`src/rtl/sff_pkg.sv`:
```
// ============================================================================
// sff_pkg
// Shared types and constants for the sensor frame finder.
// ============================================================================
package sff_pkg;

    localparam int STORE_DEPTH_DEF = 512;   // bytes in the receive store
    localparam int HDR_TRL_LEN     = 5;     // preamble, address, id, length, checksum
    localparam int HDR_LEN         = 4;     // bytes ahead of the first data byte
    localparam int OFF_W           = 9;     // offsets into a candidate, up to 259

    localparam logic [7:0] LEN_EXT_MARK = 8'hFF;

    localparam logic [7:0] PREAMBLE_RST = 8'd250;
    localparam logic [7:0] ADDRESS_RST  = 8'd255;
    localparam logic [7:0] MSG_ID_RST   = 8'd50;

    localparam int TOK_DEPTH = 4;
    localparam int RES_DEPTH = 4;

    localparam int CFG_IDX_W = 2;
    localparam logic [CFG_IDX_W-1:0] REG_PREAMBLE = 2'd0;
    localparam logic [CFG_IDX_W-1:0] REG_ADDRESS  = 2'd1;
    localparam logic [CFG_IDX_W-1:0] REG_MSG_ID   = 2'd2;

    typedef struct packed {
        logic [7:0] preamble;
        logic [7:0] address;
        logic [7:0] msg_id;
    } cfg_t;

    // one data byte of a passing frame, front to back, or the marker of an empty frame
    typedef struct packed {
        logic [7:0] data;
        logic [7:0] len;
        logic       last;
        logic       empty;
    } token_t;

    typedef struct packed {
        logic [63:0] word;
        logic [3:0]  count;
        logic [7:0]  len;
        logic        last;
    } result_t;

endpackage

```
`src/rtl/sff_fifo.sv`:
```
// ============================================================================
// sff_fifo
// Small synchronous FIFO built from registers.
// ============================================================================
module sff_fifo #(
    parameter int WIDTH = 8,
    parameter int DEPTH = 4
) (
    input  logic             clk,
    input  logic             rst_n,
    input  logic             push,
    input  logic [WIDTH-1:0] din,
    output logic             full,
    input  logic             pop,
    output logic [WIDTH-1:0] dout,
    output logic             empty
);
    import sff_pkg::*;

    localparam int PW = $clog2(DEPTH);
    localparam int CW = $clog2(DEPTH + 1);

    logic [WIDTH-1:0] mem_reg [DEPTH];
    logic [PW-1:0]    wr_ptr_reg, wr_ptr_next;
    logic [PW-1:0]    rd_ptr_reg, rd_ptr_next;
    logic [CW-1:0]    cnt_reg, cnt_next;
    logic             do_push, do_pop;

    assign full    = (cnt_reg == CW'(DEPTH));
    assign empty   = (cnt_reg == '0);
    assign do_push = push & ~full;
    assign do_pop  = pop & ~empty;
    assign dout    = mem_reg[rd_ptr_reg];

    always_comb
    begin
        wr_ptr_next = wr_ptr_reg;
        rd_ptr_next = rd_ptr_reg;
        if (do_push)
        begin
            wr_ptr_next = (wr_ptr_reg == PW'(DEPTH - 1)) ? '0 : wr_ptr_reg + PW'(1);
        end
        if (do_pop)
        begin
            rd_ptr_next = (rd_ptr_reg == PW'(DEPTH - 1)) ? '0 : rd_ptr_reg + PW'(1);
        end
        cnt_next = cnt_reg + CW'(do_push) - CW'(do_pop);
    end

    always_ff @(posedge clk or negedge rst_n)
    begin
        if (!rst_n)
        begin
            wr_ptr_reg <= '0;
            rd_ptr_reg <= '0;
            cnt_reg    <= '0;
        end
        else
        begin
            wr_ptr_reg <= wr_ptr_next;
            rd_ptr_reg <= rd_ptr_next;
            cnt_reg    <= cnt_next;
        end
    end

    always_ff @(posedge clk)
    begin
        if (do_push)
        begin
            mem_reg[wr_ptr_reg] <= din;
        end
    end

endmodule

```
`config.mk`:
```
export PLATFORM = sky130hd
export DESIGN_NAME = sff_fifo
export DESIGN_NICKNAME = d
export VERILOG_FILES = /design/src/rtl/sff_pkg.sv /design/src/rtl/sff_fifo.sv
export SDC_FILE = /design/constraint.sdc
export NUM_CORES = 1
export LEC_CHECK = 0
export BUFFER_PORTS_ARGS = -buffer_cell sky130_fd_sc_hd__buf_2
export CORE_ASPECT_RATIO = 1.4
export CORE_MARGIN = 2
export CORE_UTILIZATION = 60
export CTS_BUF_LIST = sky130_fd_sc_hd__clkbuf_4 sky130_fd_sc_hd__clkbuf_8
export DETAILED_ROUTE_END_ITERATION = 10
export GPL_TIMING_DRIVEN = 0
export PLACE_DENSITY_LB_ADDON = 0.3
export RECOVER_POWER = 50
export SLEW_MARGIN = 20
export SYNTH_ARGS = -nofsm -noshare
export SYNTH_HDL_FRONTEND = slang
export SYNTH_SLANG_ARGS = --single-unit
```
`constraint.sdc`:
```
create_clock -name clk -period 5.6 [get_ports clk]
set_clock_uncertainty 0.05 [all_clocks]
set_input_delay 0.56 -clock clk [delete_from_list [all_inputs] [get_ports clk]]
set_output_delay 0.56 -clock clk [all_outputs]
set_load 0.02 [all_outputs]
```
==> flow_summary.ini <==
[floorplan]
fp.coreArea_mm2 = 0.00259
rows = 22
start_util_pct = 61.9
io_pins = 22
die_x_um = 47.7
die_y_um = 65.2
dieArea_mm2 = 0.00311

[route]
ant_nets = 0
wl_per_cell_um = 15.5
drt_iter0_drc = 11
routed_via_density = 5.27
drt_first_pass_iters = 2
drc = 0
vias = 769
wirelength_um = 2260

[timing]
drv_slew = 0
setup_viol = 0
period_needed_ns = 2.35
setup_tns_ns = 0
period_share_pct = 41.9
relSlewSlack_pct = 61.3
fmax_ghz = 0.426
hold_viol = 0
tightest_slew_ns = 0.580
finalHoldWorstSlack_ns = 0.423
rsz0062_at_grt = no

[global_route]
gr-usage-all-layers_pct = 17.9
top_usage_layer = met2
grt.overflow.total = 0
antenna_found_initial = 0
grt_max_degree = 12
use_met1_pct = 18.7
use_met3_pct = 6.59
grt_pass1_vias = 823
grt_first_pass_wirelength_um = 3620
use_met2_pct = 30.3

[setup_path]
required_ns = 5.82
path_class = reg2reg
arrival_ns = 2.56
end_kind = flop
crit_fanout = 7
start_kind = flop

[placement]
hpwlAfterDp_um = 1640
io_buffers = 21
dp_cells = 138
finalWeightedCongestion = 0.665

[status]
status = finished, final reports clean

[cells_and_area]
n_fill_cell = 209
nets = 130
largest_reg_flops = 32
drive_above_1_share_pct = 28.2
diodes = 0
area_growth_pct = 11.6
final_core_util_pct = 69.1
layout.cells.non_filler = 146

[clocking]
cts_htree_levels = 2
numCtsBuffers = 5
clock_path_buffers = 2
cts_root_buf = clkbuf_4
cts_tree = yes
path_clk_slew_ns = 0.11
clock_latency_ns = 0.34
cts_sinks = 39
cts_resized = 0
hold_buffers = 1
cts_setup_buffers = 0

[power]
seqPwrFrac_pct = 47.3
power.switching_mw = 0.307
clock_power_share_pct = 14.0
fin_total_pwr_mw = 0.903
p_leak_nw = 0.670
power.internal_mw = 0.596
ir_drop_v = 0.000393
power_density_mw_per_mm2 = 505
switching_share_pct = 34.0
combPwrFrac_pct = 38.7

[logic_synthesis]
async_flop_share_pct = 17.9
synth_cells = 81
yosysTopAreaCell = edfxtp_1
syn-num-nets = 101
post-synth-top-area-fraction_pct = 60.0
synth_cell_types = 19
synth_edf_count = 32
ys_ff_latch = 39
synth.area.top_cells = edfxtp_1, mux4_2, dfrtp_1
synthFlopType = edfxtp_1
synth.cell_area_mm2 = 0.00160
synth_common_cells = edfxtp_1, mux4_2, dfrtp_1, ha_1, inv_1
yosysWarnings = 0
seq_area_frac_synth_pct = 70.9
yosysMostFrequentCell = edfxtp_1
syn_avg_cell_area_um2 = 19.8

[hold_path]
hp-class = in2reg

[flow_run]
drv_cap = 0
## routing by layer
layer	up-vias	part of all wire, %	wire length, um
li1	361	-	-
met1	381	35	786
met2	21	58	1310
met3	6	5.1	116
met4	0	2.1	47
met5	-	0	0
## cell usage in the layout, fill, tap and decap left out, drive strengths merged
cell and count:
inv 7, mux2 3, o22ai 1, nor3b 1
nand2 1, and2 4, xnor2 2, ha 7
nor2b 1, edfxtp 32, clkbuf 15, dfrtp 7
nand2b 1, nor2 2, fa 1, mux4 8
nor3 1, clkinv 2, dlygate4sd3 1, buf 13
## cells by family after synthesis
group	after synthesis	synth area share, %
adders and majority gates	8	6.71
and+or+nand+nor	11	5.15
xor gates and xnor gates	2	1.09
buffers and inverters	9	2.19
muxes	11	13.6
AOI/OAI and AO/OA	1	0.391
DFF	39	70.9
## power groups by stage
stage               Clock, mW  Combinational, mW  Sequential [mW]
global placement            0              0.352            0.428
CTS                     0.132              0.364            0.428
floorplan                   0              0.276            0.424
detailed placement          0              0.363            0.435
global route            0.141              0.391            0.434
finish                  0.126              0.350            0.427
## cell type report
cell class                 instances  area [um^2]  area share, %
buffer                             2         8.76          0.490
clock buffer                       5         37.5           2.10
clock inverter                     2         8.76          0.490
inverter                           7         26.3           1.47
multi-input combinational         33          422           23.6
sequential                        39         1140           63.5
tap                               36         45.0           2.52
timing repair buffer              22          104           5.81
## metrics by stage
step                setup slack (ns)  instance area (um^2)
global placement                3.32                  1750
floorplan                       3.07                  1600
finish                          3.25                  1790
detailed placement              3.29                  1750
global route                    3.07                  1790
CTS                             3.23                  1810
## worst max-delay path, cell delays in order (launching register included)
cell	delay [ns]
dfrtp_1	0.42
nor3b_4	0.17
nor2b_1	0.36
inv_1	0.09
ha_1	0.28
inv_1	0.04
ha_1	0.18
fa_1	0.37
xnor2_1	0.19
xnor2_1	0.14
## worst paths after layout
| path | from | end | slack [ns] | cells past startpoint |
|---|---|---|---|---|
| worst max register to register | cnt_reg[2]$_DFF_PN0_ | cnt_reg[2]$_DFF_PN0_ | 3.25 | 9 |
| max in group asynchronous | rst_n | cnt_reg[1]$_DFF_PN0_ | 4.61 | 2 |
| min in group asynchronous | rst_n | wr_ptr_reg[0]$_DFFE_PN0P_ | 0.59 | 2 |
| worst min register to register | cnt_reg[0]$_DFF_PN0_ | cnt_reg[0]$_DFF_PN0_ | 0.56 | 1 |
| worst min-delay path | din[0] | mem_reg[0][0]$_DFFE_PP_ | 0.42 | 1 |
| worst max-delay path | cnt_reg[2]$_DFF_PN0_ | cnt_reg[2]$_DFF_PN0_ | 3.25 | 9 |
Power figures use the tool's default switching activity.
