[src/rtl/sff_pkg.sv]
// ============================================================================
// sff_pkg
// Shared types and constants for the sensor frame finder.
// ============================================================================
package sff_pkg;

    localparam int STORE_DEPTH_DEF = 512;   // bytes in the receive store
    localparam int HDR_TRL_LEN     = 5;     // preamble, address, id, length, checksum
    localparam int HDR_LEN         = 4;     // bytes ahead of the first data byte
    localparam int OFF_W           = 9;     // offsets into a candidate, up to 259

    localparam logic [7:0] LEN_EXT_MARK = 8'hFF;

    localparam logic [7:0] PREAMBLE_RST = 8'd250;
    localparam logic [7:0] ADDRESS_RST  = 8'd255;
    localparam logic [7:0] MSG_ID_RST   = 8'd50;

    localparam int TOK_DEPTH = 4;
    localparam int RES_DEPTH = 4;

    localparam int CFG_IDX_W = 2;
    localparam logic [CFG_IDX_W-1:0] REG_PREAMBLE = 2'd0;
    localparam logic [CFG_IDX_W-1:0] REG_ADDRESS  = 2'd1;
    localparam logic [CFG_IDX_W-1:0] REG_MSG_ID   = 2'd2;

    typedef struct packed {
        logic [7:0] preamble;
        logic [7:0] address;
        logic [7:0] msg_id;
    } cfg_t;

    // one data byte of a passing frame, front to back, or the marker of an empty frame
    typedef struct packed {
        logic [7:0] data;
        logic [7:0] len;
        logic       last;
        logic       empty;
    } token_t;

    typedef struct packed {
        logic [63:0] word;
        logic [3:0]  count;
        logic [7:0]  len;
        logic        last;
    } result_t;

endpackage

[src/rtl/sff_packer.sv]
// ============================================================================
// sff_packer
// Packs data byte tokens into 64-bit result words.
// ============================================================================
module sff_packer (
    input  logic             clk,
    input  logic             rst_n,
    input  sff_pkg::token_t  tok,
    input  logic             tok_empty,
    output logic             tok_pop,
    input  logic             res_full,
    output logic             res_push,
    output sff_pkg::result_t res
);
    import sff_pkg::*;

    logic [63:0] word_reg, word_next;
    logic [2:0]  cnt_reg, cnt_next;
    logic [63:0] word_ins;

    assign tok_pop  = ~tok_empty & ~res_full;
    assign res_push = tok_pop & (tok.empty | tok.last | (cnt_reg == 3'd7));

    // earliest byte lands in the top lane
    always_comb
    begin
        for (int i = 0; i < 8; i++)
        begin
            word_ins[8*(7-i) +: 8] = (cnt_reg == 3'(i)) ? tok.data : word_reg[8*(7-i) +: 8];
        end
    end

    always_comb
    begin
        res.word  = tok.empty ? '0 : word_ins;
        res.count = tok.empty ? '0 : ({1'b0, cnt_reg} + 4'd1);
        res.len   = tok.len;
        res.last  = tok.last;

        word_next = word_reg;
        cnt_next  = cnt_reg;
        if (tok_pop)
        begin
            if (res_push)
            begin
                word_next = '0;
                cnt_next  = '0;
            end
            else
            begin
                word_next = word_ins;
                cnt_next  = cnt_reg + 3'd1;
            end
        end
    end

    always_ff @(posedge clk or negedge rst_n)
    begin
        if (!rst_n)
        begin
            word_reg <= '0;
            cnt_reg  <= '0;
        end
        else
        begin
            word_reg <= word_next;
            cnt_reg  <= cnt_next;
        end
    end

endmodule

[config.mk]
export PLATFORM = sky130hd
export DESIGN_NAME = sff_packer
export DESIGN_NICKNAME = d
export VERILOG_FILES = /design/src/rtl/sff_pkg.sv /design/src/rtl/sff_packer.sv
export SDC_FILE = /design/constraint.sdc
export NUM_CORES = 1
export LEC_CHECK = 0
export BUFFER_PORTS_ARGS = -buffer_cell sky130_fd_sc_hd__buf_2
export CAP_MARGIN = 0
export CELL_PAD_IN_SITES_DETAIL_PLACEMENT = 0
export CELL_PAD_IN_SITES_GLOBAL_PLACEMENT = 1
export CORE_UTILIZATION = 39
export DETAILED_ROUTE_END_ITERATION = 8
export PLACE_DENSITY = 0.81
export SLEW_MARGIN = 20
export SYNTH_ARGS = -nofsm -noshare
export SYNTH_HDL_FRONTEND = slang
export SYNTH_SLANG_ARGS = --single-unit
[constraint.sdc]
create_clock -name clk -period 2.3 [get_ports clk]
set_input_delay 0.46 -clock clk [delete_from_list [all_inputs] [get_ports clk]]
set_output_delay 0.46 -clock clk [all_outputs]
set_load 0.005 [all_outputs]
==> results of run 1 <==
[metrics by stage]
step / TNS, ns / total power (uW) / cells / hold slack [ns] / util, %
finish: 0 / 2670 / 594 / 0.137 / 49.5
global route: -0.217 / 2770 / 594 / 0.167 / 49.5
CTS: -0.120 / 2650 / 585 / 0.141 / 48.0
detailed placement: 0 / 1610 / 568 / 0.470 / 45.0
global placement: 0 / 1610 / 568 / 0.469 / 45.0
floorplan: 0 / 1470 / 408 / 0.164 / -
[final cells by class]
class / instances / share of cell area [%]
Clock buffer: 12 / 3.63
Multi-Input combinational cell: 288 / 41.1
Clock inverter: 4 / 1.05
Tap cell: 111 / 3.05
Timing Repair Buffer: 107 / 13.9
Inverter: 5 / 0.413
Sequential cell: 67 / 36.9
[cell usage after synthesis, drive strengths merged (2+ instances only)]
| library cell | n |
|---|---|
| mux2i | 16 |
| nand2b | 3 |
| ha | 6 |
| nor2b | 4 |
| or3 | 2 |
| buf | 25 |
| and2 | 11 |
| o2bb2ai | 48 |
| a21oi | 48 |
| inv | 5 |
| nor2 | 18 |
| a22o | 8 |
| nand3 | 10 |
| dfrtp | 67 |
| nand2 | 100 |
| o21ai | 10 |
| clkbuf | 23 |
[worst max-delay path by stage]
stage | from | endpoint | slack [ns] | cells past startpoint
after CTS | cnt_reg[1]$_DFFE_PN0P_ | res[67] | -0.05 | 7
after global routing | cnt_reg[0]$_DFFE_PN0P_ | res[71] | -0.04 | 7
after global placement | cnt_reg[1]$_DFFE_PN0P_ | res[67] | 0.16 | 7
after detailed placement | cnt_reg[1]$_DFFE_PN0P_ | res[67] | 0.15 | 7
after floorplan | cnt_reg[0]$_DFFE_PN0P_ | res_push | 0.15 | 7
final | cnt_reg[1]$_DFFE_PN0P_ | res_push | 0.06 | 6
[repair_timing]
action | 4_1_cts | 5_1_grt
setup buffers | 1 | 9
setup endpoints to repair | 55 | 48
pin swaps | 0 | 2
resized for setup | 20 | 15
[per-layer routing]
metal  GRT usage, %  share of wire (%)  wire length, um
met1           31.0                 43             4780
met2           36.9                 50             5530
met3           3.02                5.1              567
met4           10.3                1.7              191
met5              0                  0                0
[power breakdown]
group / switching, uW / internal, uW
clock network: 434 / 586
logic: 271 / 162
registers: 17.4 / 1200
[cells by family after synthesis]
family          count (synthesis)  synth area share [%]
simple gates                  152                  17.5
compound gates                114                  23.4
flops                          67                  45.4
buf+inv                        53                  7.26
mux                            16                  4.34
fa+ha+maj                       6                  2.03
==> impl_results.md, run 1 <==
- First-pass GRT wire length: 17100 um
- Initial core utilization: 40.1%
- Die Y-Extent: between 90 and 100 um
- Run status: finished clean
- Crit path largest cell delay: ~0.43 ns
- Num CTS Buffers: 9
- Pin count of the biggest net entering global routing: 54
- Critical-path cell list: ha_2, ha_1, or3_4, nand2_4, inv_1, buf_2
- Insertion delay to the later sink of the worst-skew pair: roughly 0.33 ns
- Mean instance size in the synthesized netlist: between 9 and 10 um2
- DRC errors left: 0
- Yosys Warn Count: 0
- Die area: 9850 um2
- Number of flip-flops under the largest register name: 64
- CP Max Fanout: 4
- Clock-pin slew on the worst setup and hold paths: around 0.07 ns
- Post-Route WL: between 10000 and 15000 um
- Worst setup slack after placement: 0.148 ns
- Primary FF master, synth: sky130_fd_sc_hd__dfrtp_1
- Data required, critical path: ~1.8 ns
- Placed cell areas: just over 4000 um2
- Most frequent cells in the layout: sky130_fd_sc_hd__nand2_1 (96), sky130_fd_sc_hd__buf_2 (84), sky130_fd_sc_hd__dfrtp_1 (65)
- Post-synthesis cell type with the largest combined area: sky130_fd_sc_hd__dfrtp_1
- Drt initial violations: 144
- Synth Cell Area: between 3000 and 4000 um2
- Fraction of the cycle the final worst path needs: 97.2%
- Final-report setup violation count: 0
- Family with the most delay on the worst path: simple AND/OR/NAND/NOR gates
- VDD IR max: ~0.29 mV
- Setup slack of the critical path after layout: roughly 0.064 ns
- Setup crit end kind: output port
- Final critical delay including setup and external delays: about 2.2 ns
- Static Leak: between 0.002 and 0.0025 uW
- Standard-cell rows: 35
- Async set-or-reset flop fraction in the synthesized netlist: 100%
- TritonCTS clock tree: yes
- Sink Count: 67
- Remaining Overflow, GRT: 0
- Destination of the worst register-to-register timing path: word_reg[44]$_DFFE_PN0P_
- Unrepaired setup endpoints after global routing: true
- Buf+Inv Stages, Crit Path: 2
- Register Area: between 1500 and 2000 um2
- Share of layout cells above drive strength 1: 33.1%
- Area taken by multi-input logic gates: ~1900 um2
- Distinct cell type count after synthesis: 27
- H-tree depth: 3
- Register area share after synthesis: a little under half
- GPL Wtd Cong: between 0.7 and 0.8
- Logic depth of the worst register-to-register path: 7
- Number of ports placed on the die boundary: around 100
- Total vias in the final route: around 3300
- Class of the most critical setup path: register to output port
- Initial antenna violation count: 0
- Arrival @ worst endpoint: ~1.8 ns
- Areal power density over the cells: around 590 nW/um2
- R2r startpoint: cnt_reg[1]$_DFFE_PN0P_
- # fillers: ~900
- Skew final: roughly 0.0074 ns
- Headroom to the max-slew limit: between 50% and 60%
- Input/output buffers: 84
- Maxcap violations: 0
- Detailed-route vias per instance: 5.52
- WL/cell: 18.6 um
- Leading cell type in the layout, fill and taps excluded: sky130_fd_sc_hd__nand2_1
- Final-report hold violation count: 0
- Portion of synthesized cell area occupied by the leading cell type: roughly 45%
- Flip-flop and latch count after synthesis: 67
- Antenna diode count: 0
- Via count of the first global-routing pass: between 3000 and 4000
- Cell types with the largest area share after synthesis: sky130_fd_sc_hd__dfrtp_1 (45%), sky130_fd_sc_hd__o2bb2ai_1 (11%), sky130_fd_sc_hd__nand2_1 (10%), sky130_fd_sc_hd__a21oi_1 (6.5%), sky130_fd_sc_hd__mux2i_1 (4.3%)
- Relative area change from synthesis to final layout: 23.3%
- Final number of max-transition violations: 0
- CP startpoint kind: register
- Post-route cell area: 4550 um2
- Crit-path slowest cell: sky130_fd_sc_hd__dfrtp_2
- R2R setup slack: ~0.20 ns
- Count of mapped cells out of synthesis: roughly 400
- Core Footprint: roughly 9200 um2
- Highest achievable clock rate: approximately 0.45 GHz
- Detailed placer's ending HPWL: 7150 um
- Die extent in x: between 90 and 100 um
- Number of flops mapped to enable cells by yosys: 0
- Post-synthesis net count: 436
- DRT Pass-1 Iters: 4
- HP Class: primary input to async pin
- Number of nets in the layout: approximately 510
- CTS Root Buffer Type: sky130_fd_sc_hd__clkbuf_8
- Total routing usage reported by global routing: between 20% and 30%
- DRT antenna net count: 0
- Buffer levels on the longest clock path: 2
- Quantity of hold-fixing buffers added after cts: 0
- Slew @ Worst Pin: between 0.6 and 0.7 ns
Note: power is estimated with default switching activity, not from simulation.
==> run 2: changes to the inputs <==
Settings changed: ABC_AREA from default to 1, CORE_UTILIZATION 39 to 37, CTS_CLUSTER_SIZE from default to 25.
==> impl_results.md, run 2 <==
- Run status: finished clean
- Primary FF master, synth: sky130_fd_sc_hd__dfrtp_1
- Leading cell type in the layout, fill and taps excluded: sky130_fd_sc_hd__nand2_1
- Fraction of the cycle the final worst path needs: 97.3% (about the same)
- Final-report setup violation count: 0 (unchanged)
- Number of nets in the layout: 697 (+38%)
- Clock-pin slew on the worst setup and hold paths: 0.08 ns (about the same)
- TritonCTS clock tree: yes
- Most frequent cells after synthesis: sky130_fd_sc_hd__nand2_1 (351), sky130_fd_sc_hd__dfrtp_1 (67), sky130_fd_sc_hd__a21oi_1 (65)
- HP Class: primary input to async pin
- WL/cell: 15.2 um (-19%)
- Initial antenna violation count: 0 (unchanged)
- Arrival @ worst endpoint: 1.78 ns (about the same)
- Power, Total: 2740 uW (+2.5%)
- Post-synthesis cell type with the largest combined area: sky130_fd_sc_hd__dfrtp_1
- Mean instance size in the synthesized netlist: 6.60 um2 (-27%)
- Most frequent cells in the layout: sky130_fd_sc_hd__nand2_1 (344), sky130_fd_sc_hd__buf_2 (84), sky130_fd_sc_hd__dfrtp_1 (64)
- Critical-path cell list: ha_2, ha_2, buf_4, nand2_1, a21oi_2, buf_2
- Headroom to the max-slew limit: 55.3% (-4.4 points)
- Data required, critical path: 1.84 ns (about the same)
- Unrepaired setup endpoints after global routing: true
- Cell types with the largest area share after synthesis: sky130_fd_sc_hd__dfrtp_1 (42%), sky130_fd_sc_hd__nand2_1 (33%), sky130_fd_sc_hd__a21oi_1 (8.1%), sky130_fd_sc_hd__nand3_1 (6.1%), sky130_fd_sc_hd__buf_2 (2.6%)
- Synth Cell Area: 4020 um2 (+8.8%)
- Smallest hold slack: 0.120 ns (-0.0177 ns)
- Yosys Warn Count: 0 (unchanged)
- Sequential fraction of design power: 44.4% (-1.2 points)
- Areal power density over the cells: 564 nW/um2 (-4.1%)
- Share of layout cells above drive strength 1: 23.0% (-10 points)
- Die Y-Extent: 106 um (+7.0%)
- Register area share after synthesis: 41.8% (-3.7 points)
- Num CTS Buffers: 9 (unchanged)
- VDD IR max: 0.280 mV (-2.6%)
- Setup crit end kind: output port
- Post-Route WL: 12300 um (+11%)
- Most frequent cell after synthesis: sky130_fd_sc_hd__nand2_1
- DRT Pass-1 Iters: 5 (+1)
- Standard-cell rows: 37 (+5.7%)
- H-tree depth: 3 (unchanged)
- Crit path largest cell delay: 0.43 ns (about the same)
- Portion of synthesized cell area occupied by the leading cell type: 41.8% (-3.7 points)
- Quantity of hold-fixing buffers added after cts: 0 (unchanged)
- Insertion delay to the later sink of the worst-skew pair: 0.35 ns (+0.02 ns)
- Detailed-route vias per instance: 5.12 (-7.3%)
- Slew @ Worst Pin: 0.670 ns (+0.0654 ns)
- Clock share of power: 41.9% (+3.7 points)
- Via count of the first global-routing pass: 3779 (+20%)
- Class of the most critical setup path: register to output port
- DRC errors left: 0 (unchanged)
- Family with the most delay on the worst path: adder cells
- First-pass GRT wire length: 19500 um (+14%)
- Final-report hold violation count: 0 (unchanged)
- Total vias in the final route: 4148 (+26%)
- Total routing usage reported by global routing: 22.3% (-0.63 points)
- Relative area change from synthesis to final layout: 21.1%
- Distinct cell type count after synthesis: 15 (-44%)
- Remaining Overflow, GRT: 0 (unchanged)
- Die extent in x: 106 um (+7.0%)
- Worst path most repeated cell: sky130_fd_sc_hd__ha_2
- Final critical delay including setup and external delays: 2.24 ns (+0.000812 ns)
- Power share of the combinational group: 13.7% (-2.5 points)
- Pin count of the biggest net entering global routing: 68 (+26%)
- Die area: 11300 um2 (+14%)
- Final number of max-transition violations: 0 (unchanged)
- Crit-path slowest cell: sky130_fd_sc_hd__dfrtp_2
- Fin cells: 810 (+36%)
- Async set-or-reset flop fraction in the synthesized netlist: 100% (unchanged)
- CP Max Fanout: 8 (+4)
- Drt initial violations: 306 (+110%)
- Initial core utilization: 38.5% (-1.6 points)
- Skew final: 0.0139 ns (+0.00646 ns)
- CP startpoint kind: register
- Number of flops mapped to enable cells by yosys: 0 (unchanged)
- Maxcap violations: 0 (unchanged)
- GPL Wtd Cong: 0.746 (-4.0%)
- Static Leak: 0.00287 uW (+40%)
- Detailed placer's ending HPWL: 7580 um (+6.0%)
- CTS Root Buffer Type: sky130_fd_sc_hd__clkbuf_8
- Post-Route Setup TNS: 0 ns (unchanged)
- Highest achievable clock rate: 0.447 GHz (about the same)
- Count of mapped cells out of synthesis: 608 (+49%)
- Core Footprint: 10400 um2 (+13%)
- Number of ports placed on the die boundary: 101 (unchanged)
- Antenna diode count: 0 (unchanged)
- DRT antenna net count: 0 (unchanged)
- Flip-flop and latch count after synthesis: 67 (unchanged)
- Input/output buffers: 84 (unchanged)
- Sw Ratio: 27.3% (+0.27 points)
- Sink Count: 67 (unchanged)
- Buffer levels on the longest clock path: 2 (unchanged)
- Internal portion of total power: 1990 uW (+2.1%)
- Number of flip-flops under the largest register name: 64 (unchanged)
- Cell count after placement: 793 (+40%)
- Post-synthesis net count: 636 (+46%)
- Buf+Inv Stages, Crit Path: 2 (unchanged)
- Switching power total: 748 uW (+3.5%)
[run 2: cell count changes in the layout (fill, tap and decap cells not counted), moves of 8 or more]
cell,delta
sky130_fd_sc_hd__nand2_1,+248
sky130_fd_sc_hd__a21oi_1,+10
sky130_fd_sc_hd__o2bb2ai_1,-48
sky130_fd_sc_hd__a22o_1,-8
sky130_fd_sc_hd__mux2i_1,-16
sky130_fd_sc_hd__and2_1,-8
sky130_fd_sc_hd__nand3_1,+39
sky130_fd_sc_hd__nor2_1,-14
[run 2: cells by family after synthesis]
kind of cell	Yosys count	share of synthesized area (%)
flops	67	41.8
buf+inv	62	8.10
fa+ha+maj	6	1.87
simple gates	408	40.2
compound gates	65	8.10
[run 2: through the flow]
step | setup slack [ns] | utilization (%) | area, um2
6_report | 0.0632 | 46.7 | 4860
5_1_grt | -0.0442 | 46.7 | 4860
4_1_cts | -0.0121 | 45.6 | 4750
3_5_place_dp | 0.230 | 43.3 | 4510
3_3_place_gp | 0.262 | 43.3 | 4510
2_1_floorplan | 0.505 | - | 4020
[run 2: layout make-up]
cell class	instances	area (um2)
clock inverter	4	72.6
tap	136	170
sequential	67	1680
fill	1051	5550
timing repair buffer	102	618
clock buffer	12	155
multi-input combinational	479	2120
inverter	10	42.5
[run 2: power by group through the flow]
stage	sequential (uW)	combinational [uW]	clock [uW]
after floorplan	1230	213	0
after global placement	1240	355	0
after detailed placement	1240	355	0
after CTS	1210	359	1170
after global routing	1220	412	1220
final	1220	375	1150
[run 2: final timing paths]
path                                           from                        to  slack, ns  cells past startpoint
hold reg to reg            word_reg[55]$_DFFE_PN0P_  word_reg[55]$_DFFE_PN0P_       0.48                      2
min in group clk           word_reg[55]$_DFFE_PN0P_  word_reg[55]$_DFFE_PN0P_       0.48                      2
max in group asynchronous                     rst_n    cnt_reg[2]$_DFFE_PN0P_       1.84                      2
setup / recovery             cnt_reg[1]$_DFFE_PN0P_                   res[52]       0.06                      6
hold / removal                                rst_n  word_reg[11]$_DFFE_PN0P_       0.12                      2
setup reg to reg             cnt_reg[0]$_DFFE_PN0P_  word_reg[52]$_DFFE_PN0P_       0.55                      8
[run 2: layer usage]
layer,part of all wire (%),global-route usage (%)
met5,0,0
met4,1.3,7.64
met3,6.5,3.31
met2,45,33.9
met1,47,32.2
[run 2: worst reg2reg max path, delay by kind of cell, from the launching register on]
kind | cells | cell delay [ns]
simple gates | 4 | 0.42
fa+ha+maj | 2 | 0.43
flops | 1 | 0.45
buf+inv | 2 | 0.41
[run 2: timing repair]
item / CTS / global route
setup endpoints to repair: 49 / 62
resized for setup: 6 / 30
pin swaps: 0 / 1
setup buffers: 0 / 1
==> run 3: changes to the inputs <==
Settings changed: ABC_CLOCK_PERIOD_IN_PS from default to 1900, CORE_UTILIZATION 37 to 35, CTS_BUF_LIST from default to sky130_fd_sc_hd__clkbuf_4 sky130_fd_sc_hd__clkbuf_8, PLACE_DENSITY 0.81 to 0.8.
Clock period 2.3 ns to 1.9 ns, I/O delays scaled along.
==> impl_results.md, run 3 (synthesis gave the netlist of run 2 again) <==
- Num CTS Buffers: 9 (unchanged)
- Setup crit end kind: output port
- VDD IR max: 0.331 mV (+18%)
- Areal power density over the cells: 589 nW/um2 (+4.4%)
- Detailed placer's ending HPWL: 7930 um (+4.6%)
- Total vias in the final route: 4251 (+2.5%)
- Final critical delay including setup and external delays: between 2 and 2.5 ns
- WL/cell: 16.0 um (+5.6%)
- CP startpoint kind: register
- Power, Total: 3420 uW (+25%)
- Placed cell areas: 4590 um2 (+1.7%)
- Family with the most delay on the worst path: flip-flops
- Unrepaired setup endpoints after global routing: true
- Total routing usage reported by global routing: 22.8% (+0.49 points)
- Number of nets in the layout: 723 (+3.7%)
- Pin count of the biggest net entering global routing: 68 (unchanged)
- Logic depth of the worst register-to-register path: 8 (unchanged)
- Clock-pin slew on the worst setup and hold paths: 0.08 ns (about the same)
- Setup slack of the critical path after layout: -0.182 ns (-0.245 ns)
- Headroom to the max-slew limit: 72.5% (+17 points)
- DRC errors left: 0 (unchanged)
- Final-report setup violation count: 65 (+65)
- # fillers: 1030 (-2.0%)
- Leading cell type in the layout, fill and taps excluded: sky130_fd_sc_hd__nand2_1
- H-tree depth: 3 (unchanged)
- Quantity of hold-fixing buffers added after cts: 0 (unchanged)
- Critical-path cell list: inv_4, ha_4, buf_12, nand3_4, a21oi_2, buf_2
- Skew final: 0.0139 ns (-0.0000173 ns)
- DRT antenna net count: 0 (unchanged)
- First-pass GRT wire length: 20500 um (+5.2%)
- Core Footprint: 11000 um2 (+5.9%)
- Highest achievable clock rate: between 0.4 and 0.5 GHz
- R2R setup slack: 0.19 ns (-0.36 ns)
- CP Max Fanout: 8 (unchanged)
- R2r startpoint: cnt_reg[1]$_DFFE_PN0P_
- Drt initial violations: 280 (-8.5%)
- Initial antenna violation count: 0 (unchanged)
- Run status: complete, but fails checks
- Sink Count: 67 (unchanged)
- Share of layout cells above drive strength 1: 41.6% (+19 points)
- GPL Wtd Cong: 0.791 (+6.0%)
- Arrival @ worst endpoint: 1.70 ns (-0.08 ns)
- Number of flip-flops under the largest register name: 64 (unchanged)
- Fraction of the cycle the final worst path needs: 110%
- Most frequent cells in the layout: sky130_fd_sc_hd__nand2_1 (320), sky130_fd_sc_hd__buf_2 (84), sky130_fd_sc_hd__dfrtp_1 (64)
- Final-report hold violation count: 0 (unchanged)
- Post-Route WL: 13400 um (+9.5%)
- Post-route cell area: 5810 um2 (+20%)
- Static Leak: 0.00312 uW (+8.6%)
- Relative area change from synthesis to final layout: 44.7%
- Via count of the first global-routing pass: 3950 (+4.5%)
- Initial core utilization: 36.4% (-2.1 points)
- Violations in the final reports: setup timing
- Number of ports placed on the die boundary: 101 (unchanged)
- Data required, critical path: 1.52 ns (-0.32 ns)
- Die area: 11900 um2 (+5.6%)
- Slew @ Worst Pin: 0.413 ns (-0.257 ns)
- Class of the most critical setup path: register to output port
- Buffer levels on the longest clock path: 2 (unchanged)
- Crit path largest cell delay: 0.47 ns (+0.04 ns)
- Buf+Inv Stages, Crit Path: 3 (+1)
- CTS Root Buffer Type: sky130_fd_sc_hd__clkbuf_8
- Crit-path slowest cell: sky130_fd_sc_hd__dfrtp_2
- HP Class: primary input to async pin
- Number of gates on the worst path with buffers counted: 6 (unchanged)
- TritonCTS clock tree: yes
- Final number of max-transition violations: 0 (unchanged)
- Input/output buffers: 84 (unchanged)
- Maxcap violations: 0 (unchanged)
- Remaining Overflow, GRT: 0 (unchanged)
- Detailed-route vias per instance: 5.06 (-1.2%)
- Destination of the worst register-to-register timing path: word_reg[43]$_DFFE_PN0P_
- Die extent in x: 109 um (+2.8%)
- Smallest hold slack: 0.0400 ns (-0.0796 ns)
- Die Y-Extent: 109 um (+2.8%)
- Insertion delay to the later sink of the worst-skew pair: 0.36 ns (about the same)
- Standard-cell rows: 38 (+2.7%)
- DRT Pass-1 Iters: 4 (-1)
- Antenna diode count: 0 (unchanged)
## run 3: worst max-delay path by stage
stage	start	to	slack, ns
floorplan	cnt_reg[2]$_DFFE_PN0P_	res[45]	0.19
global placement	cnt_reg[0]$_DFFE_PN0P_	res[17]	-0.001
detailed placement	cnt_reg[0]$_DFFE_PN0P_	res[19]	-0.03
CTS	cnt_reg[0]$_DFFE_PN0P_	res[37]	-0.15
global route	cnt_reg[0]$_DFFE_PN0P_	res[56]	-0.24
finish	cnt_reg[0]$_DFFE_PN0P_	res[55]	-0.18
## run 3: stage by stage
step	util [%]	instances	TNS, ns	setup WS, ns
after floorplan	-	608	0	0.185
after global placement	41.6	805	-0.00133	-0.00133
after detailed placement	41.6	805	-0.0446	-0.0256
after CTS	49.1	832	-8.45	-0.152
after global routing	52.7	840	-13.42	-0.238
final	52.7	840	-9.14	-0.182
## run 3: repair_timing
action | 4_1_cts | 5_1_grt
setup buffers | 10 | 7
endpoints found under the hold margin | 0 | 0
pin swaps | 50 | 30
cloned | 1 | 1
endpoints found under the setup margin | 66 | 66
gates resized for setup | 134 | 72
## run 3: routing by layer
layer  share of wire, %  vias to the layer above  track usage (%)
met5                  0                        -                0
met4                1.3                        0             7.72
met3                6.3                       16             2.99
met2                 47                      121             34.6
met1                 46                     2029             33.1
li1                   -                     2085                -
## run 3: area by class of cell
type / count / area (um2) / share of cell area [%]
Sequential cell: 67 / 1680 / 28.9
Timing Repair inverter: 1 / 6.26 / 0.108
Clock inverter: 3 / 45.0 / 0.775
Multi-Input combinational cell: 479 / 2770 / 47.6
Tap cell: 140 / 175 / 3.01
Timing Repair Buffer: 127 / 910 / 15.7
Inverter: 10 / 55.1 / 0.947
Clock buffer: 13 / 173 / 2.97
## run 3: power by group
part           leakage [uW]  switching (uW)  internal, uW
Sequential         0.000927            21.6          1450
Combinational       0.00208             394           234
Clock              0.000105             589           729
Total               0.00312            1000          2420
